[src/fdr_pkg.sv]
package fdr_pkg;

  localparam int TAPS       = 64;
  localparam int HALF_TAPS  = TAPS / 2;
  localparam int PHASE_W    = 25;
  localparam int REG_W      = 24;
  localparam int SAMPLE_W   = 16;
  localparam int COEF_W     = 12;
  localparam int PROD_W     = SAMPLE_W + COEF_W;
  localparam int ACC_W      = 40;
  localparam int SUM_W      = 48;

  localparam logic [0:0] REG_RAW_RATE_STEP     = 1'd0;
  localparam logic [0:0] REG_SOURCE_CLOCK_RATE = 1'd1;

  localparam logic [REG_W-1:0] RAW_RATE_STEP_RESET     = 24'd192000;
  localparam logic [REG_W-1:0] SOURCE_CLOCK_RATE_RESET = 24'd1789773;

  // Commands from the controller to the datapath.
  typedef struct packed {
    logic clear_acc;   // start a new FIR output
    logic mac;         // multiply-accumulate one tap
    logic fir_done;    // round, saturate and store one output
    logic clear_sum;   // start a new block
    logic take_mean;   // latch the block mean
    logic emit_load;   // load output register from block store
    logic copy_rd;     // history copy: read source
    logic copy_wr;     // history copy: write destination
  } fdr_cmd_t;

  // Symmetric low-pass, Q0.15, taps 0..32; tap j>32 mirrors tap 64-j.
  function automatic logic signed [COEF_W-1:0] coef_at(input logic [5:0] j);
    logic [5:0] k;
    logic signed [COEF_W-1:0] c;
    k = (j <= 6'd32) ? j : 6'(7'd64 - {1'b0, j});
    case (k)
      6'd0:  c = 12'sd0;     6'd1:  c = 12'sd0;     6'd2:  c = -12'sd17;
      6'd3:  c = -12'sd36;   6'd4:  c = -12'sd56;   6'd5:  c = -12'sd74;
      6'd6:  c = -12'sd90;   6'd7:  c = -12'sd102;  6'd8:  c = -12'sd107;
      6'd9:  c = -12'sd104;  6'd10: c = -12'sd92;   6'd11: c = -12'sd70;
      6'd12: c = -12'sd36;   6'd13: c = 12'sd10;    6'd14: c = 12'sd69;
      6'd15: c = 12'sd141;   6'd16: c = 12'sd225;   6'd17: c = 12'sd320;
      6'd18: c = 12'sd425;   6'd19: c = 12'sd539;   6'd20: c = 12'sd659;
      6'd21: c = 12'sd784;   6'd22: c = 12'sd910;   6'd23: c = 12'sd1035;
      6'd24: c = 12'sd1157;  6'd25: c = 12'sd1273;  6'd26: c = 12'sd1379;
      6'd27: c = 12'sd1474;  6'd28: c = 12'sd1555;  6'd29: c = 12'sd1620;
      6'd30: c = 12'sd1668;  6'd31: c = 12'sd1697;  6'd32: c = 12'sd1707;
      default: c = 12'sd0;
    endcase
    return c;
  endfunction

endpackage

[src/fdr_ctrl.sv]
module fdr_ctrl
  import fdr_pkg::*;
#(
  parameter int BLOCK_SAMPLES = 32,
  parameter int OVERSAMPLING  = 4,
  parameter int RAW_DEPTH     = 192,
  parameter int RAW_AW        = 8,
  parameter int BLK_AW        = 5
) (
  input  logic                       clk,
  input  logic                       rst_n,
  input  logic [REG_W-1:0]           raw_rate_step,
  input  logic [REG_W-1:0]           source_clock_rate,
  input  logic                       in_valid,
  output logic                       in_ready,
  input  logic signed [SAMPLE_W-1:0] in_sample_in,
  output logic                       out_valid,
  input  logic                       out_ready,
  output logic                       out_block_last,
  output fdr_cmd_t                   cmd,
  output logic                       raw_we,
  output logic [RAW_AW-1:0]          raw_waddr,
  output logic signed [SAMPLE_W-1:0] raw_wdata,
  output logic                       raw_wsel_copy,
  output logic [RAW_AW-1:0]          raw_raddr,
  output logic                       raw_rvalid,
  output logic [5:0]                 tap,
  output logic [BLK_AW-1:0]          blk_addr
);

  localparam int IDX_W  = RAW_AW + 12;
  localparam int WP_W   = RAW_AW + 1;
  localparam logic [WP_W-1:0] DEPTH_W = WP_W'(RAW_DEPTH);
  localparam logic [IDX_W-1:0] DEPTH_I = IDX_W'(RAW_DEPTH);
  localparam logic [IDX_W-1:0] SHIFT_I = IDX_W'(BLOCK_SAMPLES * OVERSAMPLING);

  localparam logic [2:0] ST_CLEAR = 3'd0;
  localparam logic [2:0] ST_IDLE  = 3'd1;
  localparam logic [2:0] ST_MAC   = 3'd2;
  localparam logic [2:0] ST_DRAIN = 3'd3;
  localparam logic [2:0] ST_MEAN  = 3'd4;
  localparam logic [2:0] ST_EMIT  = 3'd5;
  localparam logic [2:0] ST_COPY  = 3'd6;

  logic [2:0]        state_r, state_nxt;
  logic [PHASE_W-1:0] phase_r;
  logic [WP_W-1:0]   wp_r;
  logic [RAW_AW-1:0] clr_r;
  logic [BLK_AW:0]   out_i_r;
  logic [6:0]        tap_r;
  logic [2:0]        cnt_r;
  logic              pend_r;
  logic              ov_r;
  logic              last_r;
  logic [PHASE_W:0]  ph;
  logic              store;
  logic [IDX_W-1:0]  ridx;
  logic              emit_go;

  assign ph    = {1'b0, phase_r} + (PHASE_W+1)'(raw_rate_step);
  assign store = ph >= (PHASE_W+1)'(source_clock_rate);
  assign in_ready = (state_r == ST_IDLE);
  assign out_valid = ov_r;
  assign out_block_last = last_r;
  assign blk_addr = out_i_r[BLK_AW-1:0];
  assign tap = tap_r[5:0];
  assign emit_go = (state_r == ST_EMIT) && !pend_r && (!ov_r || out_ready)
                   && (out_i_r < (BLK_AW+1)'(BLOCK_SAMPLES));

  always_comb begin
    cmd = '0;
    raw_we = 1'b0;
    raw_waddr = wp_r[RAW_AW-1:0];
    raw_wdata = in_sample_in;
    raw_wsel_copy = 1'b0;
    ridx = IDX_W'(out_i_r) * IDX_W'(OVERSAMPLING) + IDX_W'(tap_r);
    raw_rvalid = ridx < DEPTH_I;
    raw_raddr = ridx[RAW_AW-1:0];
    state_nxt = state_r;
    unique case (state_r)
      ST_CLEAR: begin
        raw_we = 1'b1; raw_waddr = clr_r; raw_wdata = '0;
        if (clr_r == RAW_AW'(RAW_DEPTH - 1)) state_nxt = ST_IDLE;
      end
      ST_IDLE: begin
        if (in_valid && store) begin
          raw_we = wp_r < DEPTH_W;
          if (wp_r + WP_W'(1) >= DEPTH_W) begin
            state_nxt = ST_MAC; cmd.clear_acc = 1'b1; cmd.clear_sum = 1'b1;
          end
        end
      end
      ST_MAC: begin
        cmd.mac = tap_r < 7'd64;
        if (tap_r == 7'd63) state_nxt = ST_DRAIN;
      end
      ST_DRAIN: begin
        if (cnt_r == 3'd3) cmd.fir_done = 1'b1;
        if (cnt_r == 3'd4) begin
          cmd.clear_acc = 1'b1;
          if (out_i_r == (BLK_AW+1)'(BLOCK_SAMPLES - 1)) state_nxt = ST_MEAN;
          else state_nxt = ST_MAC;
        end
      end
      ST_MEAN: begin
        cmd.take_mean = 1'b1; state_nxt = ST_EMIT;
      end
      ST_EMIT: begin
        cmd.emit_load = pend_r;
        if (out_i_r == (BLK_AW+1)'(BLOCK_SAMPLES) && !pend_r && (!ov_r || out_ready))
          state_nxt = ST_COPY;
      end
      ST_COPY: begin
        // read source on the even cycle, write the previous tap's word on it too
        ridx = SHIFT_I + IDX_W'(tap_r);
        raw_raddr = ridx[RAW_AW-1:0];
        raw_wsel_copy = SHIFT_I + IDX_W'(tap_r - 7'd1) < DEPTH_I;
        raw_wdata = '0;
        raw_waddr = RAW_AW'(tap_r - 7'd1);
        raw_we = !cnt_r[0] && (tap_r != 7'd0) && (IDX_W'(tap_r - 7'd1) < DEPTH_I);
        if (cnt_r[0] && tap_r == 7'd64) state_nxt = ST_IDLE;
      end
      default: state_nxt = ST_IDLE;
    endcase
  end

  always_ff @(posedge clk) begin
    if (!rst_n) begin
      state_r <= ST_CLEAR;
      phase_r <= '0;
      wp_r    <= WP_W'(HALF_TAPS);
      clr_r   <= '0;
      out_i_r <= '0;
      tap_r   <= '0;
      cnt_r   <= '0;
      pend_r  <= 1'b0;
      ov_r    <= 1'b0;
      last_r  <= 1'b0;
    end else begin
      state_r <= state_nxt;
      if (out_ready) ov_r <= 1'b0;
      unique case (state_r)
        ST_CLEAR: clr_r <= clr_r + RAW_AW'(1);
        ST_IDLE: begin
          if (in_valid) begin
            if (store) begin
              phase_r <= PHASE_W'(ph - (PHASE_W+1)'(source_clock_rate));
              wp_r <= wp_r + WP_W'(1);
            end else begin
              phase_r <= ph[PHASE_W-1:0];
            end
          end
          out_i_r <= '0; tap_r <= '0; cnt_r <= '0;
        end
        ST_MAC: begin
          tap_r <= tap_r + 7'd1; cnt_r <= '0;
        end
        ST_DRAIN: begin
          cnt_r <= cnt_r + 3'd1;
          if (cnt_r == 3'd4) begin
            tap_r <= '0; cnt_r <= '0;
            out_i_r <= out_i_r + (BLK_AW+1)'(1);
            if (out_i_r == (BLK_AW+1)'(BLOCK_SAMPLES - 1)) out_i_r <= '0;
          end
        end
        ST_MEAN: begin
          out_i_r <= '0; pend_r <= 1'b0;
        end
        ST_EMIT: begin
          // blk_addr was presented last cycle; read data valid now
          if (pend_r) pend_r <= 1'b0;
          else if (emit_go) begin
            pend_r <= 1'b1;
          end
          if (pend_r) begin
            ov_r   <= 1'b1;
            last_r <= out_i_r == (BLK_AW+1)'(BLOCK_SAMPLES - 1);
            out_i_r <= out_i_r + (BLK_AW+1)'(1);
          end
          if (state_nxt == ST_COPY) begin
            tap_r <= '0; cnt_r <= '0; wp_r <= WP_W'(TAPS);
          end
        end
        ST_COPY: begin
          cnt_r <= {2'b0, ~cnt_r[0]};
          if (cnt_r[0]) tap_r <= tap_r + 7'd1;
        end
        default: ;
      endcase
    end
  end

  // An output is never overwritten before it is taken.
  a_hold: assert property (@(posedge clk) disable iff (!rst_n)
    out_valid && !out_ready |=> out_valid && $stable(out_block_last))
    else $error("output lost under stall");
  // No input is taken while a block is in flight.
  a_busy: assert property (@(posedge clk) disable iff (!rst_n)
    (state_r != ST_IDLE) |-> !in_ready)
    else $error("input accepted while busy");
  // The write position stays below the store depth while idle.
  a_wp: assert property (@(posedge clk) disable iff (!rst_n)
    (state_r == ST_IDLE) |-> wp_r < DEPTH_W)
    else $error("write position overrun");

endmodule

[config.mk]
export PLATFORM = sky130hd
export DESIGN_NAME = fdr_ctrl
export DESIGN_NICKNAME = d
export VERILOG_FILES = /design/src/fdr_pkg.sv /design/src/fdr_ctrl.sv
export SDC_FILE = /design/constraint.sdc
export NUM_CORES = 1
export LEC_CHECK = 0
export BUFFER_PORTS_ARGS = -buffer_cell sky130_fd_sc_hd__buf_4
export CAP_MARGIN = 20
export CORE_MARGIN = 2
export CORE_UTILIZATION = 62
export DETAILED_ROUTE_END_ITERATION = 10
export GPL_TIMING_DRIVEN = 0
export MAX_ROUTING_LAYER = met4
export PLACE_DENSITY = 0.94
export SETUP_SLACK_MARGIN = 0.4
export SKIP_LAST_GASP = 1
export SLEW_MARGIN = 20
export SYNTH_ARGS = -nofsm -noshare
export SYNTH_HDL_FRONTEND = slang
export SYNTH_SLANG_ARGS = --single-unit
[constraint.sdc]
create_clock -name clk -period 14.9 [get_ports clk]
set_input_delay 1.49 -clock clk [delete_from_list [all_inputs] [get_ports clk]]
set_output_delay 1.49 -clock clk [all_outputs]
set_load 0.05 [all_outputs]
Yosys cells after proc, flatten, opt, wreduce, memory -nomap -nowiden

Index checks and enable logic that the tools add are counted.

Logic and storage cells: 127
Register bits: 64
Input port bits: 68
Output and inout bits: 57

Reductions and logical operators: 29
Muxes and demuxes: 47
Equality and inequality tests: 20
Bitwise logic cells: 1
$lt $le $gt $ge: 8
$add $sub $neg: 12

Operators by type and width:

| cell                                                                  | count |
|---|---|
| 20-bit by 8-bit < comparator with 1-bit output, second input constant | 2 |
| 7-bit case mux with 5 select lines                                    | 1 |
| 3-bit 2-to-1 mux                                                      | 10 |
| 9-bit 2-to-1 mux                                                      | 3 |
| 25-bit by 24-bit adder with 26-bit output                             | 1 |
| 26-bit by 24-bit greater-or-equal comparator with 1-bit output        | 1 |
| 25-bit 2-to-1 mux                                                     | 1 |
| 25-bit by 24-bit subtractor with 25-bit output                        | 1 |
| 7-bit 2-to-1 mux                                                      | 3 |
| 3-bit case mux with 7 select lines                                    | 1 |
| 8-bit by 20-bit adder with 20-bit output, first input constant        | 1 |
| 9-bit by 8-bit < comparator with 1-bit output, second input constant  | 2 |
| 6-bit 2-to-1 mux                                                      | 3 |
| 6-bit case mux with 3 select lines                                    | 1 |
| 9-bit case mux with 2 select lines                                    | 1 |
| 1-bit 2-to-1 mux                                                      | 16 |
| 16-bit 2-to-1 mux                                                     | 1 |
| 8-bit case mux with 2 select lines                                    | 1 |
| 7-bit by 1-bit subtractor with 8-bit output, second input constant    | 2 |
| 3-bit equality test, second input constant                            | 5 |
| 3-bit case mux with 4 select lines                                    | 1 |
| 8-bit by 7-bit adder with 9-bit output                                | 1 |
| 9-bit by 1-bit adder with 9-bit output, second input constant         | 1 |
| 3-bit by 2-bit equality test with 1-bit output, second input constant | 3 |
| other kinds (33)                                                      | 54 |

Longest topological paths before layout

Depth after elaboration: 8
Mapped depth: 22

Worst setup path after synthesis

OpenSTA, ideal clock, no wires.

Path kind: in2out
From: input raw_rate_step[0]
To: output cmd[7] (netlist name)
Slack: 7.551 ns
Data required time: 13.410 ns
Data arrival time: 5.859 ns
Path buffers: 2
Stages: 21
Path through: ha_1 > fa_1 > a211oi_1 > o21ai_1 > o21ai_1 > a31oi_2 > nor2_1 > o21ai_0 > xnor2_1 > ha_1 > o21a_1 > o211a_1 > o21ai_0 > a21oi_1 > a221oi_4 > nand4_2 > or2_4 > buf_6 > buf_2 > nand3_1 > o21ai_0

RTL lines:

| element            | RTL line       | RTL |
|---|---|---|
| start: declaration | fdr_ctrl.sv:12 | `input logic [REG_W-1:0] raw_rate_step,` |
| end: declaration   | fdr_ctrl.sv:20 | `output fdr_cmd_t cmd,` |

==> summary.md <==
| Metric | Value |
|---|---|
| Outcome | `finished clean` |
| Post-cts sizing count | `0` |
| Distinct cells, synth | `71` |
| EDFF count, synth | `0` |
| Ys async rst share | `0%` |
| Cell count after synthesis | `880` |
| # nets final | `~1100` |
| Largest net degree at the start of global routing | `11` |
| Clk_lat worst skew | `0.36 ns` |
| Post-Syn Area | `6452 um^2` |
| F_max | `~0.12 GHz` |
| Top FF cell, synth | `dfxtp_1` |
| Via density | `around 6.3` |
| Crit path capture type | `output pin` |
| WL final | `18510 um` |
| Hold_buf cts | `0` |
| Worst-Margin Slew | `roughly 0.8 ns` |
| TritonCTS Sinks | `64` |
| TritonRoute pass-1 iters | `7` |
| Root buf cell | `clkbuf_8` |
| R2R Setup Slk | `9.33 ns` |
| Tmin final | `8.385 ns` |
| Vias in the first global route | `6584` |
| Setup TNS | `0 ns` |
| Placer Congestion | `0.9556` |
| Rows | `37` |
| Post-synth top area cell | `dfxtp_1` |
| Clk buf depth | `2` |
| ANT nets after route | `0` |
| Hold Path Class | `flop to flop` |
| YS warnings | `0` |
| Setup CP Type | `primary input to output pin` |
| Worst EP arrival | `~6.9 ns` |
| Clk slew on worst S/H paths | `0.07 ns` |
| I/O pin count | `125` |
| Top post-synthesis cells by area | `dfxtp_1, ha_1, a21oi_1` |
| Layout cell share with drive strength beyond 1 | `16.80%` |
| Diode count | `0` |
| Placeable Area | `approximately 10000 um^2` |
| Setup violators final | `0` |
| Total global routing overflow | `0` |
| Req. time, crit path | `13.41 ns` |
| Post-route DRC | `0` |
| Max-Cap Viols | `0` |
| Avg WL per Cell | `between 15 and 20 um` |
| TritonCTS clock tree | `done` |
| Fin. max-slew vios | `0` |
| Power per cell area | `59.90 nW/um^2` |
| Total leakage power | `3.597 nW` |
| Horiz. Die Dim | `106.0 um` |
| Post-CTS setup buffer count | `0` |
| Final Hold Viols | `0` |
| CP Max Fanout | `10` |
| Period Utilization, post-route | `56.27%` |
| DP HPWL | `14160 um` |
| Initial antenna violation count | `0` |
| First-pass GRT wire length | `30340 um` |
| CP Launch Type | `primary input` |
| Num CTS Buffers | `9` |
| Tot GR Track Use | `around a third` |
| Die H | `approximately 110 um` |
| Placed Cells | `1138` |
| Violation count after the first detailed-route iteration | `798` |
| Port buffer count | `121` |
| RSZ-0062 raised after global routing | `false` |
| CTS H-tree depth | `3` |
| Initial Utilization | `63.07%` |
| Yosys top cell area share | `19.86%` |
| Max-Slew Margin vs Limit | `46.39%` |
| Area Growth Syn to Fin | `20.09%` |
| VDD IR-drop max | `0.00004780 V` |
| DIE AREA | `11240 um^2` |
| Vias | `~7200` |
| Synth Register Bits | `64` |
| Syn avg cell area | `around 7.3 um^2` |
| Fin cells | `about 1200` |
| Sequential share of the synthesized area | `19.86%` |
| Layout Skew | `0.009663 ns` |
-- cells in the final DEF, fill, tap and decap left out, types with 13 or more instances in the layout --
| cell | instances |
|---|---|
| xnor2_1 | 34 |
| dfxtp_1 | 64 |
| nand2_1 | 84 |
| xor2_1 | 25 |
| and3_1 | 16 |
| nand4_1 | 13 |
| a31oi_1 | 28 |
| nor2_1 | 72 |
| ha_1 | 64 |
| and2_1 | 18 |
| o21ai_0 | 70 |
| buf_4 | 136 |
| a21oi_1 | 78 |
| nand3_1 | 27 |
| inv_1 | 54 |
| clkbuf_1 | 34 |
-- synthesized netlist by cell type (all sizes together), types with 14 or more instances --
| cell | number |
|---|---|
| nand2 | 84 |
| a21oi | 78 |
| o21ai | 74 |
| nor2 | 72 |
| dfxtp | 64 |
| ha | 64 |
| inv | 54 |
| xnor2 | 34 |
| clkbuf | 31 |
| a31oi | 29 |
| nand3 | 27 |
| buf | 25 |
| xor2 | 25 |
| and2 | 18 |
| and3 | 16 |
| nand4 | 14 |
-- routing by layer --
| metal | vias to the layer above | wire length, um | GRT usage (%) |
|---|---|---|---|
| met5 | - | 0 | - |
| met2 | 450 | 8655 | 55.58 |
| met4 | 0 | 473 | 10.81 |
| li1 | 3427 | - | - |
| met1 | 3275 | 7590 | 42.71 |
| met3 | 67 | 1792 | 5.334 |
-- worst max-delay path: stages --
cell,delay [ns]
buf_4,0.12
ha_1,0.26
fa_1,0.44
a211oi_1,0.30
o21ai_1,0.20
o21ai_1,0.33
a31oi_2,0.21
o211ai_1,0.25
a21boi_0,0.16
or4_1,0.41
nand4_1,0.14
ha_1,0.22
nand3_1,0.13
nor2_1,0.11
nand2_1,0.06
nor4_1,0.49
a21oi_1,0.12
nand4_2,0.22
or2_4,0.17
buf_6,0.13
buf_2,0.27
nand3_1,0.21
o21ai_0,0.19
buf_4,0.26
-- report_power, final --
group / leakage, nW / internal [mW] / switching (mW)
Combinational: 2.97 / 0.0515 / 0.0697
Sequential: 0.516 / 0.172 / 0.000822
Clock: 0.108 / 0.0988 / 0.0717
-- logic make-up after synthesis --
logic type	count (synthesis)	share of synthesized area, %
adder cells (fa/ha/maj)	67	13.34
other	1	0.05812
buffers and inverters	111	7.698
XOR/XNOR	59	8.009
multiplexers	3	0.4848
AO/OA/AOI/OAI	284	28.18
AND/OR/NAND/NOR	291	22.38
flip-flops	64	19.86
-- cell type report --
| type | count | area [um^2] |
|---|---|---|
| clock inverters | 3 | 65.06 |
| flip-flops and latches | 64 | 1281 |
| plain buffers | 56 | 290.3 |
| clock buffers | 13 | 148.9 |
| inverters | 55 | 206.4 |
| repair buffers | 121 | 908.4 |
| multi-input cells | 706 | 4678 |
| fillers | 781 | 2482 |
| well taps | 136 | 170.2 |
-- path summary, 6_finish.rpt --
path	start	end	cells past startpoint
setup / recovery	raw_rate_step[0]	cmd[7]	24
hold / removal	out_block_last	out_block_last	2
hold reg to reg	out_block_last	out_block_last	2
setup reg to reg	phase_r[2]	phase_r[3]	19
-- sequential cells by signal (all words and copies together), names as in the netlist --
signal and flops:
cnt_r 3, state_r 3, out_valid 1, tap_r 7, wp_r 9, clr_r 8
out_i_r 6, pend_r 1, phase_r 25, out_block_last 1
-- through the flow --
| step | hold slack, ns | utilization (%) | setup WS [ns] | power [mW] | instance area, um^2 |
|---|---|---|---|---|---|
| floorplan | 0.4482 | - | 7.551 | 0.2586 | 6456 |
| global placement | 0.4480 | 73.65 | 6.805 | 0.2907 | 7535 |
| detailed placement | 0.4595 | 73.65 | 6.735 | 0.2932 | 7535 |
| CTS | 0.4693 | 75.74 | 6.697 | 0.4597 | 7749 |
| global route | 0.4882 | 75.74 | 6.307 | 0.4817 | 7749 |
| finish | 0.4702 | 75.74 | 6.515 | 0.4641 | 7749 |
Note: power is estimated with default switching activity, not from simulation.
